File: src/hw/rtl/hvd_pkg.sv
`default_nettype none
package hvd_pkg;

	localparam int FRAC_BITS_DEF = 23;
	localparam int CORDIC_STEPS = 41;
	localparam int ZW = 44;
	localparam int CW = 32;
	localparam int SQ_W = 61;
	localparam int SQ_STEPS = 31;
	localparam int DIV_STAGES = 2;
	localparam int DEG_XW = 48;
	localparam int LATENCY = 5 + DIV_STAGES + 1 + CORDIC_STEPS + 1 + 4 + SQ_STEPS
		+ CORDIC_STEPS + 2;
	localparam logic [63:0] PI_Q60 = 64'h3243F6A8885A308D;
	localparam logic [23:0] TWO_R_M = 24'd12742000;

	typedef struct packed {
		logic want_cos;
		logic neg;
	} rot_tag_t;

	function automatic logic [63:0] isqrt64(input logic [63:0] num_in);
		logic [63:0] num;
		logic [63:0] res;
		logic [63:0] b;
		num = num_in;
		res = 64'd0;
		b = 64'd1 << 62;
		while (b > num) b = b >> 2;
		while (b != 64'd0) begin
			if (num >= res + b) begin
				num = num - (res + b);
				res = (res >> 1) + b;
			end else begin
				res = res >> 1;
			end
			b = b >> 2;
		end
		return res;
	endfunction

	// long division, remainder in the upper half, quotient in the lower
	function automatic logic [127:0] udivmod64(input logic [63:0] n, input logic [63:0] d);
		logic [63:0] q;
		logic [64:0] r;
		int i;
		q = 64'd0;
		r = 65'd0;
		for (i = 63; i >= 0; i--) begin
			r = {r[63:0], n[i]};
			if (r >= {1'b0, d}) begin
				r = r - {1'b0, d};
				q[i] = 1'b1;
			end
		end
		return {r[63:0], q};
	endfunction

	// arctan(2^-i) in q40, from the series in q62
	function automatic logic [63:0] atan_q40(input int unsigned i);
		logic [63:0] sum;
		logic [63:0] term;
		logic [127:0] qr;
		int unsigned k;
		sum = 64'd0;
		if (i == 0) begin
			sum = PI_Q60;
		end else begin
			for (k = 0; i * (2 * k + 1) <= 62; k++) begin
				qr = udivmod64(64'd1 << (62 - i * (2 * k + 1)), 64'(2 * k + 1));
				term = qr[63:0];
				if (k[0]) sum = sum - term;
				else sum = sum + term;
			end
		end
		return (sum + (64'd1 << 21)) >> 22;
	endfunction

	function automatic logic [63:0] inv_gain_q40();
		logic [63:0] g;
		logic [63:0] sg;
		logic [63:0] q;
		logic [63:0] r;
		logic [127:0] qr;
		int unsigned i;
		g = 64'd1 << 63;
		for (i = 1; 2 * i <= 62 && i < CORDIC_STEPS; i++) g = g + (g >> (2 * i));
		sg = isqrt64(g);
		qr = udivmod64(64'd1 << 63, sg);
		q = qr[63:0];
		r = qr[127:64];
		qr = udivmod64((r << 8) + (sg >> 1), sg);
		return (q << 8) + qr[63:0];
	endfunction

	localparam logic [63:0] INV_GAIN_Q40 = inv_gain_q40();

endpackage
`default_nettype wire

File: src/hw/rtl/hvd_vec_cell.sv
`default_nettype none
module hvd_vec_cell #(
	parameter int STEP = 0
) (
	input  wire logic                            clk,
	input  wire logic signed [hvd_pkg::ZW-1:0]   x_in,
	input  wire logic signed [hvd_pkg::ZW-1:0]   y_in,
	input  wire logic signed [hvd_pkg::ZW-1:0]   z_in,
	output logic signed [hvd_pkg::ZW-1:0]        x_q,
	output logic signed [hvd_pkg::ZW-1:0]        y_q,
	output logic signed [hvd_pkg::ZW-1:0]        z_q
);
	localparam int ZW = hvd_pkg::ZW;
	localparam logic signed [ZW-1:0] ATAN = ZW'(hvd_pkg::atan_q40(STEP));

	// drive y toward zero, accumulate the angle
	always_ff @(posedge clk) begin
		if (y_in > 0) begin
			x_q <= x_in + (y_in >>> STEP);
			y_q <= y_in - (x_in >>> STEP);
			z_q <= z_in + ATAN;
		end else begin
			x_q <= x_in - (y_in >>> STEP);
			y_q <= y_in + (x_in >>> STEP);
			z_q <= z_in - ATAN;
		end
	end
endmodule
`default_nettype wire

File: config.mk
export PLATFORM = sky130hd
export DESIGN_NAME = hvd_vec_cell
export DESIGN_NICKNAME = d
export VERILOG_FILES = /design/src/hw/rtl/hvd_pkg.sv /design/src/hw/rtl/hvd_vec_cell.sv
export SDC_FILE = /design/constraint.sdc
export NUM_CORES = 1
export LEC_CHECK = 0
export ABC_AREA = 1
export BUFFER_PORTS_ARGS = -buffer_cell sky130_fd_sc_hd__buf_2
export CAP_MARGIN = 20
export CORE_MARGIN = 3
export CORE_UTILIZATION = 60
export CTS_CLUSTER_DIAMETER = 200
export DETAILED_ROUTE_END_ITERATION = 16
export GPL_ROUTABILITY_DRIVEN = 0
export PLACE_DENSITY = 0.84
export SLEW_MARGIN = 20
export SYNTH_ARGS = -nofsm -noshare
export SYNTH_HDL_FRONTEND = slang
export SYNTH_SLANG_ARGS = --single-unit
File: constraint.sdc
create_clock -name clk -period 3.7 [get_ports clk]
set_input_delay 0.37 -clock clk [delete_from_list [all_inputs] [get_ports clk]]
set_output_delay 0.37 -clock clk [all_outputs]
set_load 0.05 [all_outputs]
==> flow_summary.json <==
{
  "status": "finished clean",
  "async_flop_share_pct": 0,
  "use_met3_pct": 8.28,
  "post_synth_and_or_nand_nor_area_fraction_pct": 43.3,
  "path_buf_inv": 2,
  "rsz0062_at_grt": "no",
  "clock_sinks": 131,
  "synth_edf_count": 0,
  "vias_per_cell": 5.79,
  "top_usage_layer": "met2",
  "antennaDiodeCount": 0,
  "min_delay_path_depth": 2,
  "ys_types": 45,
  "yosysTopAreaCellShare_pct": 23.6,
  "finalHoldViolations": 0,
  "grt_pass1_wl_um": 96700,
  "layout_min_cycle_time_ns": 3.51,
  "synthTopCellsByArea": "nand2_1 24%, dfxtp_1 15%, ha_1 13%",
  "synth_top_family_by_area": "simple AND/OR/NAND/NOR gates",
  "layout-drive-gt1-share_pct": 12.2,
  "cp.arrival_ns": 3.84,
  "crit_start": "y_in[29]",
  "path_cells": "buf_2 > nor4_1 > nand2_1 > nor2_1 > nand2_1 > nand2_4 > buf_4 > ha_1 > nand2_1 > nand3_1 > nand2_1 > nand2_1 > nand4_1 > nand3_1 > nand2_1 > nand2_1 > nand2_1 > nand2_1",
  "wl_um": 63200,
  "track_usage_pct": 39.4,
  "layout_worst_path_cycle_share_pct": 94.8,
  "synth_nets": 3352,
  "syn-cell-area_um2": 17000,
  "synth-adder-area-share_pct": 13.0,
  "endpoint_kind": "flip-flop",
  "num_rows": 61,
  "dr.pass1.iters": 8,
  "avgSynthCellArea_um2": 5.59,
  "power_density_nw_per_um2": 391,
  "max-cap-violations": 0,
  "leakagePower_nw": 11.0,
  "ys_ff_latch": 131,
  "min_from": "z_in[0]",
  "vias": 21200,
  "die_h_um": 174,
  "use_met1_pct": 47.6,
  "critical_path.max_stage_delay_ns": 0.41,
  "start_kind": "input port",
  "slew_viol_final": 0,
  "cts_buffers": 17,
  "grt_pass1_vias": 19400,
  "fillers": 2536,
  "antenna_found_initial": 0,
  "place_hpwl_um": 50900,
  "grt_max_degree": 90,
  "synth_seq_area_share_pct": 15.4,
  "yosys_most_used_dff": "dfxtp_1",
  "cpMaxStageDelayCell": "nor4_1",
  "drt-wirelength-per-cell_um": 17.3,
  "ios": 265,
  "synth_xor_area_share_pct": 3.34,
  "cts_max_level": 4,
  "dieArea_um2": 30400,
  "tightestPinTransition_ns": 1.10,
  "gr-usage-met2_pct": 62.9,
  "synth.mux.area_fraction_pct": 0,
  "overflow": 0,
  "final-setup-viol-count": 0,
  "floorplan.initialDensity_pct": 61.1,
  "postCtsSetupBuffers": 0,
  "synth_compound_area_share_pct": 10.8,
  "cts_resized": 0,
  "critical_path_class": "in2reg",
  "vdd_drop_max_mv": 0.240,
  "critPathMaxFanout": 27,
  "setup-tns-final_ns": 0,
  "slew-limit-headroom_pct": 26.6,
  "cp_top_family": "simple AND/OR/NAND/NOR gates",
  "cts_tree": "built",
  "hold_buffers": 0,
  "clock.fmax_ghz": 0.285,
  "final_nets": 3578,
  "core_um2": 27900,
  "ant_nets": 0,
  "min_path_type": "in2reg",
  "root_buffer": "clkbuf_16",
  "cts.reportedPaths.clkPinSlew_ns": 0.07,
  "clock_path_buffers": 2,
  "drc": 0,
  "cp_common_cell": "nand2_1",
  "hold_ws_ns": 0.179,
  "critical_path_depth": 18,
  "synthCells": 3044,
  "worstPathRequired_ns": 4.04,
  "die_x_um": 174,
  "drt_iter0_markers": 3009,
  "ys.warnings.count": 0,
  "area_growth_pct": 11.7,
  "io_buffers": 264,
  "yosys.area.top_type": "nand2_1"
}
## metrics by stage
stage | utilization, % | cells | setup slack (ns) | cell area, um^2 | total power [mW]
after floorplan | - | 3044 | 0.747 | 17000 | 4.53
after global placement | 66.1 | 3629 | 0.0609 | 18400 | 5.42
after detailed placement | 66.1 | 3629 | 0.00521 | 18400 | 5.48
after CTS | 68.2 | 3661 | 0.420 | 19000 | 7.30
after global routing | 68.2 | 3661 | 0.0565 | 19000 | 7.73
final | 68.2 | 3661 | 0.192 | 19000 | 7.43
## where the power goes
part           switching, mW  total (mW)  leakage (nW)  internal, mW
Sequential            0.0773        1.77          1.11          1.69
Clock                  0.832        1.85         0.282          1.02
Combinational           2.86        3.82          9.64         0.960
## final timing paths
check / end / slack (ns)
worst min-delay path: z_q[0] / 0.18
worst max-delay path: z_q[37] / 0.19
## layer usage
layer | vias to the layer above | part of all wire [%]
met2 | 1679 | 43
met1 | 9230 | 36
met4 | 0 | 7.9
met3 | 401 | 14
li1 | 9893 | -
met5 | - | 0
## area by class of cell
cell class                      instances  area, um^2  share of cell area, %
Multi-Input combinational cell       2327       12000                   63.1
Tap cell                              378         473                   2.49
Clock inverter                         14         166                  0.875
Clock buffer                           18         429                   2.26
Sequential cell                       131        2620                   13.8
Inverter                              524        1970                   10.4
Timing Repair Buffer                  269        1360                   7.15
## logic make-up after synthesis
kind of cell | after synthesis
buffers and inverters | 586
XOR/XNOR | 65
flip-flops | 131
AO/OA/AOI/OAI | 327
AND/OR/NAND/NOR | 1760
adder cells (fa/ha/maj) | 175
## cell usage in the layout, fill, tap and decap left out, types with 37 or more instances in the layout
cell type / instances
ha_1: 171
xor2_1: 60
buf_2: 264
a21oi_1: 160
nor2_2: 37
inv_1: 514
nand3_1: 250
nand4_1: 41
dfxtp_1: 131
nor2_1: 286
nand2_1: 1069
o21ai_0: 90
## synth_stat cells (37+ instances only)
cell	instances
ha_1	171
nor2_2	37
nand4_1	41
xor2_1	60
nor2_1	286
o21ai_0	90
inv_1	514
nand3_1	250
dfxtp_1	131
nand2_1	1070
a21oi_1	160
## sequential cells by signal, indices dropped and copies added (netlist names)
signal and count:
y_q 43, x_q 44, z_q 44
(Power assumes the default switching activity.)
