### src/hw/rtl/hvd_pkg.sv
`default_nettype none
package hvd_pkg;

	localparam int FRAC_BITS_DEF = 23;
	localparam int CORDIC_STEPS = 41;
	localparam int ZW = 44;
	localparam int CW = 32;
	localparam int SQ_W = 61;
	localparam int SQ_STEPS = 31;
	localparam int DIV_STAGES = 2;
	localparam int DEG_XW = 48;
	localparam int LATENCY = 5 + DIV_STAGES + 1 + CORDIC_STEPS + 1 + 4 + SQ_STEPS
		+ CORDIC_STEPS + 2;
	localparam logic [63:0] PI_Q60 = 64'h3243F6A8885A308D;
	localparam logic [23:0] TWO_R_M = 24'd12742000;

	typedef struct packed {
		logic want_cos;
		logic neg;
	} rot_tag_t;

	function automatic logic [63:0] isqrt64(input logic [63:0] num_in);
		logic [63:0] num;
		logic [63:0] res;
		logic [63:0] b;
		num = num_in;
		res = 64'd0;
		b = 64'd1 << 62;
		while (b > num) b = b >> 2;
		while (b != 64'd0) begin
			if (num >= res + b) begin
				num = num - (res + b);
				res = (res >> 1) + b;
			end else begin
				res = res >> 1;
			end
			b = b >> 2;
		end
		return res;
	endfunction

	// long division, remainder in the upper half, quotient in the lower
	function automatic logic [127:0] udivmod64(input logic [63:0] n, input logic [63:0] d);
		logic [63:0] q;
		logic [64:0] r;
		int i;
		q = 64'd0;
		r = 65'd0;
		for (i = 63; i >= 0; i--) begin
			r = {r[63:0], n[i]};
			if (r >= {1'b0, d}) begin
				r = r - {1'b0, d};
				q[i] = 1'b1;
			end
		end
		return {r[63:0], q};
	endfunction

	// arctan(2^-i) in q40, from the series in q62
	function automatic logic [63:0] atan_q40(input int unsigned i);
		logic [63:0] sum;
		logic [63:0] term;
		logic [127:0] qr;
		int unsigned k;
		sum = 64'd0;
		if (i == 0) begin
			sum = PI_Q60;
		end else begin
			for (k = 0; i * (2 * k + 1) <= 62; k++) begin
				qr = udivmod64(64'd1 << (62 - i * (2 * k + 1)), 64'(2 * k + 1));
				term = qr[63:0];
				if (k[0]) sum = sum - term;
				else sum = sum + term;
			end
		end
		return (sum + (64'd1 << 21)) >> 22;
	endfunction

	function automatic logic [63:0] inv_gain_q40();
		logic [63:0] g;
		logic [63:0] sg;
		logic [63:0] q;
		logic [63:0] r;
		logic [127:0] qr;
		int unsigned i;
		g = 64'd1 << 63;
		for (i = 1; 2 * i <= 62 && i < CORDIC_STEPS; i++) g = g + (g >> (2 * i));
		sg = isqrt64(g);
		qr = udivmod64(64'd1 << 63, sg);
		q = qr[63:0];
		r = qr[127:64];
		qr = udivmod64((r << 8) + (sg >> 1), sg);
		return (q << 8) + qr[63:0];
	endfunction

	localparam logic [63:0] INV_GAIN_Q40 = inv_gain_q40();

endpackage
`default_nettype wire

### src/hw/rtl/hvd_rot_cell.sv
`default_nettype none
module hvd_rot_cell #(
	parameter int STEP = 0
) (
	input  wire logic                            clk,
	input  wire logic signed [hvd_pkg::ZW-1:0]   x_in,
	input  wire logic signed [hvd_pkg::ZW-1:0]   y_in,
	input  wire logic signed [hvd_pkg::ZW-1:0]   z_in,
	input  wire hvd_pkg::rot_tag_t               tag_in,
	output logic signed [hvd_pkg::ZW-1:0]        x_q,
	output logic signed [hvd_pkg::ZW-1:0]        y_q,
	output logic signed [hvd_pkg::ZW-1:0]        z_q,
	output hvd_pkg::rot_tag_t                    tag_q
);
	localparam int ZW = hvd_pkg::ZW;
	localparam logic signed [ZW-1:0] ATAN = ZW'(hvd_pkg::atan_q40(STEP));

	// rotate toward zero residual angle
	always_ff @(posedge clk) begin
		if (z_in >= 0) begin
			x_q <= x_in - (y_in >>> STEP);
			y_q <= y_in + (x_in >>> STEP);
			z_q <= z_in - ATAN;
		end else begin
			x_q <= x_in + (y_in >>> STEP);
			y_q <= y_in - (x_in >>> STEP);
			z_q <= z_in + ATAN;
		end
		tag_q <= tag_in;
	end
endmodule
`default_nettype wire

### config.mk
export PLATFORM = sky130hd
export DESIGN_NAME = hvd_rot_cell
export DESIGN_NICKNAME = d
export VERILOG_FILES = /design/src/hw/rtl/hvd_pkg.sv /design/src/hw/rtl/hvd_rot_cell.sv
export SDC_FILE = /design/constraint.sdc
export NUM_CORES = 1
export LEC_CHECK = 0
export BUFFER_PORTS_ARGS = -buffer_cell sky130_fd_sc_hd__buf_2
export CORE_AREA = 2 2 195 197
export CTS_CLUSTER_DIAMETER = 40
export DETAILED_ROUTE_END_ITERATION = 7
export DIE_AREA = 0 0 197 199
export GPL_TIMING_DRIVEN = 0
export HOLD_SLACK_MARGIN = 0.12
export PLACE_DENSITY = 0.68
export SETUP_SLACK_MARGIN = 0.15
export SYNTH_ARGS = -nofsm -noshare
export SYNTH_HDL_FRONTEND = slang
export SYNTH_SLANG_ARGS = --single-unit
### constraint.sdc
create_clock -name clk -period 5.4 [get_ports clk]
set_input_delay 0.54 -clock clk [delete_from_list [all_inputs] [get_ports clk]]
set_output_delay 0.54 -clock clk [all_outputs]
set_load 0.03 [all_outputs]
==> results.md <==
- Iter 0 DRT Violations: 1,176
- Rel. slew slack: 0.317
- Filler cells: 3,862
- # H-tree levels: 4
- Synth Warn #: 0
- Fin nets: 2,275
- Initial antenna violation count: 5
- Post-DRT Antenna Nets: 0
- Most common flop cell mapped by yosys: dfxtp_1
- Cell area after synthesis: 12,800 µm²
- Clk slew on worst S/H paths: about 60 ps
- HPWL after DPL: 39,900 µm
- Core ar.: 37,100 µm²
- First-pass GRT wire length: 74,200 µm
- Final Hold Viols: 0
- Synth top area share: 0.209
- Root buf cell: clkbuf_16
- Die height: 199 µm
- Setup Viol. Count Final: 0
- Post-synth EDFFs: 0
- Non-Filler Instances: 2,453
- Sequential fraction of the synthesis area: 0.209
- GR Overflow Total: 0
- CTS sink cnt: 133
- Yosys top cell by area: dfxtp_1
- 1st-pass router iterations: 6
- CP Class: in2reg
- Initial Util: 0.344
- Post-synthesis simple-gate area fraction: 0.160
- Slew @ Worst Pin: a little over 1000 ps
- Final min period: around 4900 ps
- DIE AREA: between 30,000 and 40,000 µm²
- Synth top area cells: dfxtp_1 21%, ha_1 17%, a21oi_1 8.6%, xnor2_1 7.1%, inv_1 4.3%
- Worst path arrival time: roughly 5300 ps
- Worst slack, placed: -1100 ps
- Routed vias/inst: about 5.6
- Max Buffers Root-to-Sink: 2
- RSZ-0062 raised after global routing: false
- Hold WC Path Type: in2reg
- Slowest stage delay, CP: 410 ps
- Crit-path slowest cell: ha_1
- Post-layout util: 0.414
- Pwr dens: between 300 and 400 nW/µm²
- FF/Latch Area: roughly 2700 µm²
- Setup TNS: 0 ps
- WL per Instance: between 20 and 25 µm
- Post-synthesis net count: 1,988
- Crit Path Max Fanout: 26
- Slew Viols, Final: 0
- DRC viols: 0
- # port buffers: between 200 and 300
- CTS tree: yes
- Syn Area/Cell: about 7.6 µm²
- Tcrit/Tclk final: 0.908
- Status: finished, final reports clean
- Async set-or-reset flop fraction in the synthesized netlist: 0
- Area Overhead vs Synth: 20.5%
- Synth Area in XOR/XNOR: 0.0830
- Flops & latches, synth: about 130
- Layout cells sized above 1: 0.181
- Netlist cell types: approximately 80
- Startpoint Class: input port
- Critical path endpoint category: register
- Post-Syn Instances: 1,677
- Die width: between 150 and 200 µm
- Largest family of logic cells by synthesized area: compound AO/OA/AOI/OAI gates
- P_leak: about 7.3 nW
- Proportion of synthesized area in mux cells: 0.0196
- Drt total wl: around 50,000 µm
- Inst Count DP: ~2,400
- GRT Total Usage: 0.248
- Post-synthesis adder-cell area fraction: 0.175
- Req. time, crit path: about 5800 ps
- TritonCTS Buffers: 17
- Max-Cap Viols: 0
- Worst path cell trace: buf_2, inv_1, ha_1, nor4b_1, nand4_1, nor4_1, nand2b_1, clkinv_1, clkbuf_2, buf_6, ha_1, nand2_1, o21a_1, a21boi_1, a2111oi_4, o21ai_1, a21oi_1, o2111ai_1, a211o_1, o21ai_1, xor2_1
- Largest net degree at the start of global routing: 35
- DR vias: approximately 14,000
- Placer Congestion: 0.983
- Boundary Pins: around 270
- Peak supply drop: about 0.26 mV
- Number of cell rows: 71
- Highest clock rate: ~0.2 GHz
- Compound-Gate Fraction of Synth Area: 0.286
- Area of the multi-input gates: around 9000 µm²
- Vias in the first global route: 13,200
- # hold bufs at CTS: 0
- Final WS setup: between 400 and 500 ps
placed cells by master (no fill, tap or decap), types with 9 or more instances in the layout:
master and n:
a211o_1 9, a211oi_1 25, a21o_1 43, a21oi_1 220
a31oi_1 20, and2_1 11, and3_1 16, buf_2 284
clkbuf_1 37, clkbuf_16 17, dfxtp_1 133, ha_1 172
inv_1 146, mux2i_1 25, nand2_1 111, nand2b_1 19
nand3_1 19, nand4_1 26, nor2_1 135, nor2b_1 19
nor3_1 26, nor4_1 19, o21a_1 15, o21ai_0 102
o21bai_1 37, o31ai_1 18, xnor2_1 103, xor2_1 18
registers in the layout, indices dropped and copies added (netlist names):
name   count
y_q       44
z_q       44
x_q       43
tag_q      2
layer usage:
layer,up-vias,track usage,part of all wire
li1,6534,-,-
met1,6439,0.312,0.43
met2,664,0.415,0.46
met3,122,0.0471,0.079
met4,4,0.103,0.036
met5,-,0,0.00052
critical path: cells and delay by family:
family / cells / cell delay (ps)
and+or+nand+nor: 5 / 1000
adders and majority gates: 2 / 550
AOI/OAI and AO/OA: 8 / 1960
buffers and inverters: 5 / 1010
xor gates and xnor gates: 1 / 210
layout make-up:
class	instances	area share
well taps	474	0.0385
inverters	151	0.0368
clock buffers	20	0.0297
multi-input cells	1326	0.602
clock inverters	12	0.0114
diodes	2	0.000325
repair buffers	268	0.0872
plain buffers	67	0.0213
flip-flops and latches	133	0.173
path summary, 6_finish.rpt:
check	startpoint	end	slack (ps)	cells past startpoint
max	z_in[43]	z_q[40]	500	21
min	tag_in[0]	tag_q[0]	170	1
power by group:
group	leakage [nW]	total, mW	switching, mW	internal, mW
registers	1.12	1.28	0.0614	1.22
logic	5.89	2.16	1.48	0.679
clock network	0.303	1.30	0.501	0.796
total	7.32	4.73	2.04	2.69
cells in the mapped netlist (25+ instances only):
| cell | count |
|---|---|
| a21oi_1 | 220 |
| nor2_1 | 135 |
| a211oi_1 | 26 |
| o21ai_0 | 102 |
| xnor2_1 | 103 |
| ha_1 | 172 |
| dfxtp_1 | 133 |
| clkbuf_1 | 39 |
| a21o_1 | 43 |
| nand4_1 | 26 |
| inv_1 | 146 |
| nand2_1 | 111 |
| o21bai_1 | 37 |
| nor3_1 | 26 |
| mux2i_1 | 25 |
metrics by stage:
step           area (µm²)  hold slack [ps]  total power [mW]
2_1_floorplan       12800              568              2.73
3_3_place_gp        14700              648              3.40
3_5_place_dp        14700              649              3.41
4_1_cts             15300              146              4.74
5_1_grt             15400              159              4.97
6_report            15400              175              4.73
cells by family (layout without fill, tap and decap cells):
kind of cell,count (synthesis),after routing
and+or+nand+nor,428,428
AOI/OAI and AO/OA,576,576
other,0,2
buffers and inverters,218,518
xor gates and xnor gates,121,121
DFF,133,133
muxes,25,25
adders and majority gates,176,176
repair_timing:
item	4_1_cts	5_1_grt
pin swaps	0	1
resized for setup	4	13
cloned	0	0
buffers inserted	0	0
setup endpoints to repair	22	17
(Power assumes the default switching activity.)
