[config.mk]
export PLATFORM = sky130hd
export DESIGN_NAME = hvd_sqrt_cell
export DESIGN_NICKNAME = d
export VERILOG_FILES = /design/src/hw/rtl/hvd_pkg.sv /design/src/hw/rtl/hvd_sqrt_cell.sv
export SDC_FILE = /design/constraint.sdc
export NUM_CORES = 1
export LEC_CHECK = 0
export BUFFER_PORTS_ARGS = -buffer_cell sky130_fd_sc_hd__buf_2
export CORE_UTILIZATION = 56
export CTS_CLUSTER_SIZE = 16
export DETAILED_ROUTE_END_ITERATION = 6
export GPL_TIMING_DRIVEN = 0
export PLACE_DENSITY_LB_ADDON = 0.3
export SLEW_MARGIN = 20
export SYNTH_ARGS = -nofsm -noshare
export SYNTH_HDL_FRONTEND = slang
export SYNTH_SLANG_ARGS = --single-unit
[constraint.sdc]
create_clock -name clk -period 6.85 [get_ports clk]
set_input_delay 0.3425 -clock clk [delete_from_list [all_inputs] [get_ports clk]]
set_output_delay 0.3425 -clock clk [all_outputs]
set_load 0.005 [all_outputs]
[src/hw/rtl/hvd_pkg.sv]
`default_nettype none
package hvd_pkg;

	localparam int FRAC_BITS_DEF = 23;
	localparam int CORDIC_STEPS = 41;
	localparam int ZW = 44;
	localparam int CW = 32;
	localparam int SQ_W = 61;
	localparam int SQ_STEPS = 31;
	localparam int DIV_STAGES = 2;
	localparam int DEG_XW = 48;
	localparam int LATENCY = 5 + DIV_STAGES + 1 + CORDIC_STEPS + 1 + 4 + SQ_STEPS
		+ CORDIC_STEPS + 2;
	localparam logic [63:0] PI_Q60 = 64'h3243F6A8885A308D;
	localparam logic [23:0] TWO_R_M = 24'd12742000;

	typedef struct packed {
		logic want_cos;
		logic neg;
	} rot_tag_t;

	function automatic logic [63:0] isqrt64(input logic [63:0] num_in);
		logic [63:0] num;
		logic [63:0] res;
		logic [63:0] b;
		num = num_in;
		res = 64'd0;
		b = 64'd1 << 62;
		while (b > num) b = b >> 2;
		while (b != 64'd0) begin
			if (num >= res + b) begin
				num = num - (res + b);
				res = (res >> 1) + b;
			end else begin
				res = res >> 1;
			end
			b = b >> 2;
		end
		return res;
	endfunction

	// long division, remainder in the upper half, quotient in the lower
	function automatic logic [127:0] udivmod64(input logic [63:0] n, input logic [63:0] d);
		logic [63:0] q;
		logic [64:0] r;
		int i;
		q = 64'd0;
		r = 65'd0;
		for (i = 63; i >= 0; i--) begin
			r = {r[63:0], n[i]};
			if (r >= {1'b0, d}) begin
				r = r - {1'b0, d};
				q[i] = 1'b1;
			end
		end
		return {r[63:0], q};
	endfunction

	// arctan(2^-i) in q40, from the series in q62
	function automatic logic [63:0] atan_q40(input int unsigned i);
		logic [63:0] sum;
		logic [63:0] term;
		logic [127:0] qr;
		int unsigned k;
		sum = 64'd0;
		if (i == 0) begin
			sum = PI_Q60;
		end else begin
			for (k = 0; i * (2 * k + 1) <= 62; k++) begin
				qr = udivmod64(64'd1 << (62 - i * (2 * k + 1)), 64'(2 * k + 1));
				term = qr[63:0];
				if (k[0]) sum = sum - term;
				else sum = sum + term;
			end
		end
		return (sum + (64'd1 << 21)) >> 22;
	endfunction

	function automatic logic [63:0] inv_gain_q40();
		logic [63:0] g;
		logic [63:0] sg;
		logic [63:0] q;
		logic [63:0] r;
		logic [127:0] qr;
		int unsigned i;
		g = 64'd1 << 63;
		for (i = 1; 2 * i <= 62 && i < CORDIC_STEPS; i++) g = g + (g >> (2 * i));
		sg = isqrt64(g);
		qr = udivmod64(64'd1 << 63, sg);
		q = qr[63:0];
		r = qr[127:64];
		qr = udivmod64((r << 8) + (sg >> 1), sg);
		return (q << 8) + qr[63:0];
	endfunction

	localparam logic [63:0] INV_GAIN_Q40 = inv_gain_q40();

endpackage
`default_nettype wire

[src/hw/rtl/hvd_sqrt_cell.sv]
`default_nettype none
module hvd_sqrt_cell #(
	parameter int STEP = 0
) (
	input  wire logic                      clk,
	input  wire logic [hvd_pkg::SQ_W-1:0]  num_in,
	input  wire logic [hvd_pkg::SQ_W-1:0]  res_in,
	output logic [hvd_pkg::SQ_W-1:0]       num_q,
	output logic [hvd_pkg::SQ_W-1:0]       res_q
);
	localparam int SW = hvd_pkg::SQ_W;
	localparam logic [SW:0] BIT = (SW + 1)'(1) << (SW - 1 - 2 * STEP);

	logic [SW:0] trial;

	assign trial = {1'b0, res_in} + BIT;

	always_ff @(posedge clk) begin
		if ({1'b0, num_in} >= trial) begin
			num_q <= num_in - trial[SW-1:0];
			res_q <= (res_in >> 1) + BIT[SW-1:0];
		end else begin
			num_q <= num_in;
			res_q <= res_in >> 1;
		end
	end
endmodule
`default_nettype wire

==> results by stage <==
Clocking:
- Buffers inserted during clock tree synthesis total 17.
- The number of H-tree levels is 4.
- The number of buffers on the longest clock path is 2.
- CTS saw 122 sinks.
- The number of setup buffers added after CTS is 0.
- The number of buffers inserted by hold repair at cts is 0.
- After clock tree synthesis, the repair step resized 0 gates.
- TritonCTS built the clock tree.
- The cell chosen for the clock root is clkbuf_16.
- After clock tree synthesis, the clock-pin slew on the worst setup and hold paths is 0.06 ns.

STA:
- In the finished design, the share of the clock period the worst path needs comes to 0.528.
- The count of final hold-check violations was 0.
- Setup repair after global routing left no endpoint under its margin.
- The maximum clock frequency is 277 MHz.
- Setup violations remaining at the end of the flow were counted as 0.
- The setup slack after layout is 3.24 ns.
- The total negative slack for setup checks is 0 ns.
- After layout, the minimum clock period comes to 3.61 ns.
- For the pin with the worst max-slew slack, the measured transition is 0.853 ns.
- Headroom to the max-slew limit came out at 0.424.
- The number of max-slew violations in the final report is 0.

Route:
- The number of remaining DRC errors is 0.
- The remaining antenna violation count is 0.
- In the final routed layout, each cell accounts on average for 15.6 µm.
- The routed design has 20.1 mm of wire.
- The average vias per placed instance is 5.56.
- The count of routing violations after the opening detailed-route iteration is 443.
- The first TritonRoute pass finished after 6 iterations.
- The detailed router placed 7145 vias in this run.

Yosys:
- The dominant cell type by area after synthesis is dfxtp_1.
- Among all flip-flop cells after synthesis, the most frequent one is dfxtp_1.
- The post-synthesis async set-or-reset flop share is 0.
- The cell area after synthesis is 7510 µm².
- After synthesis the netlist holds a flip-flop and latch count of 122.
- By area the synthesized netlist is led by dfxtp_1 33%, mux2_4 11%, ha_1 10%.
- After synthesis, the most frequently instantiated cells are 122 x dfxtp_1, 88 x inv_1, 78 x a21oi_1, 62 x ha_1, 59 x nand2_1.
- The number of enable flip-flop cells after synthesis is 0.
- For this run, the register share of the synthesized area comes to 0.325.
- Of the post-synthesis cell area, the dominant cell type holds 0.325.
- The netlist uses 64 different library cells.
- The total nets after synthesis is 1024.
- For this run, the number of Yosys warnings is 0.
- The synthesized instance count is 838.
- dfxtp_1 is the most common cell in the netlist.
- Dividing the synthesized area by the synthesized cell count gives 8.96 µm².

Power and ir drop:
- Power spread over the standard cell area amounts to 248 nW/µm².
- The clock power share is 0.399.
- The portion of total power attributed to sequential cells is 0.335.
- The relative contribution of combinational cells to total power is 0.266.
- Across the VDD grid, the largest voltage drop is 180 µV.
- In this run the power spent charging and discharging nets is 665 µW.
- The internal portion of the total power is 1710 µW.
- The net switching share of the total power is 0.281.
- The leakage power summed over all cells is 0.00478 µW.

Global route:
- Entering global routing, the biggest net connects 17 pins.
- The global-route wire length before repair is 32.7 mm.
- The number of global-route vias before repair is 6941.
- The global-route usage over all layers is 0.293.
- The remaining global-route overflow is 0.
- The initial antenna violation count came to 2.

Setup path:
- The critical path startpoint category is a primary input.
- By startpoint and endpoint, the worst setup path is classified as in -> reg.
- The critical path arrival is 3.93 ns.
- In this run the worst path has a maximum fanout of 6.
- The critical path required time is 7.16 ns.
- The worst setup path is captured at a register.

Layout:
- Compared with the post-synthesis result, the final layout area differs by 27.4%.
- The proportion of layout cells with a drive suffix above 1 is 0.316.
- The number of nets in the layout is 1287.
- The filler cell count in the final layout is 924.

Die:
- The initial utilization of the core area, before any placement, comes to 0.585.
- The total core area is 12800 µm².
- The floorplan has 41 rows.
- The die is 118 µm wide.
- In this run the vertical extent of the chip is 118 µm.
- 245 I/O pins were placed.
- The total die area is 13900 µm².

Run status:
- The run finished with clean final reports.

Placed design:
- The detailed-placement wirelength estimate is 15.5 mm.
- Input and output buffers added on the ports amount to 244.
- The worst setup timing slack at the placement stage is 2.95 ns.
- The weighted congestion reported at the end of routability-driven placement is 0.910.

Job:
- Across the run, the number of max-cap violations was 0.

Hold path:
- The min-delay analysis places its worst path in the category in -> reg.
cells in the final DEF, fill, tap and decap left out, types with 4 or more instances in the layout:
cell type,synthesis,final
nand4_1,22,22
buf_2,0,244
a31oi_1,10,10
mux2_4,57,57
bufinv_16,0,4
clkbuf_16,0,17
a21o_1,20,20
o21ai_0,36,36
nand2b_1,5,5
and2_1,4,4
nor2_1,37,37
o31ai_1,4,4
nor2b_1,6,6
a21oi_1,78,78
o21a_1,8,8
a221oi_1,5,5
xor2_1,20,20
o21bai_1,18,18
and3_1,8,8
nand2_1,59,59
nor3_1,15,15
ha_1,62,62
a21boi_0,6,6
clkbuf_1,29,31
inv_1,88,88
nand3_1,18,18
buf_6,6,6
dfxtp_1,122,122
xnor2_1,33,33
state kept, by name, summed over array words and instances (netlist names):
name,flops
num_q,61
res_q,61
kinds of logic (layout without fill, tap and decap cells):
group,count (synthesis),in the layout,synth area share
AO/OA/AOI/OAI,224,224,0.194
XOR/XNOR,53,53,0.0618
adder cells (fa/ha/maj),63,63,0.106
buffers and inverters,125,399,0.0692
flip-flops,122,122,0.325
multiplexers,62,62,0.121
other,0,1,0
AND/OR/NAND/NOR,189,189,0.123
through the flow:
step            util  power (µW)  cells  hold WS (ns)  cell area (µm²)
5_1_grt        0.746        2480   1285        0.0196             9560
4_1_cts        0.745        2370   1284        0.0219             9560
6_report       0.746        2370   1285        0.0253             9560
2_1_floorplan      -        1230    838         0.370             7510
3_3_place_gp   0.697        1410   1254         0.459             8940
3_5_place_dp   0.697        1420   1254         0.460             8940
per-layer routing:
layer,global-route usage,share of wire,up-vias
met3,0.0736,0.073,43
met1,0.339,0.41,3286
met2,0.515,0.49,327
li1,-,-,3487
met5,0,0.00065,-
met4,0.110,0.025,2
power by group through the flow:
stage	Combinational, µW	Clock (µW)	Sequential [µW]
6_report	631	946	794
5_1_grt	690	992	800
4_1_cts	625	955	795
3_5_place_dp	616	0	809
3_3_place_gp	603	0	806
2_1_floorplan	406	0	821
critical path, stage by stage:
cell	delay [ns]
buf_2	0.11
inv_1	0.07
ha_1	0.19
inv_1	0.07
fa_1	0.42
a21oi_1	0.25
o211ai_1	0.14
a21oi_1	0.46
a21oi_1	0.21
a21o_1	0.24
a31oi_1	0.60
o21ai_0	0.35
xor2_1	0.21
mux2_4	0.27
area by class of cell:
class | count | area [µm²] | area share
clock buffer | 22 | 474 | 0.0496
clock inverter | 8 | 143 | 0.0149
antenna | 1 | 2.50 | 0.000262
buffer | 37 | 189 | 0.0198
inverter | 88 | 330 | 0.0345
sequential | 122 | 2440 | 0.255
multi-input combinational | 591 | 4540 | 0.475
timing repair buffer | 244 | 1220 | 0.128
tap | 172 | 215 | 0.0225
final timing paths:
path	from	cells past startpoint	slack [ns]	to
setup / recovery	num_in[0]	14	3.24	num_q[48]$_DFF_P_
hold / removal	res_in[26]	1	0.03	res_q[25]$_DFF_P_
Power figures use the tool's default switching activity.
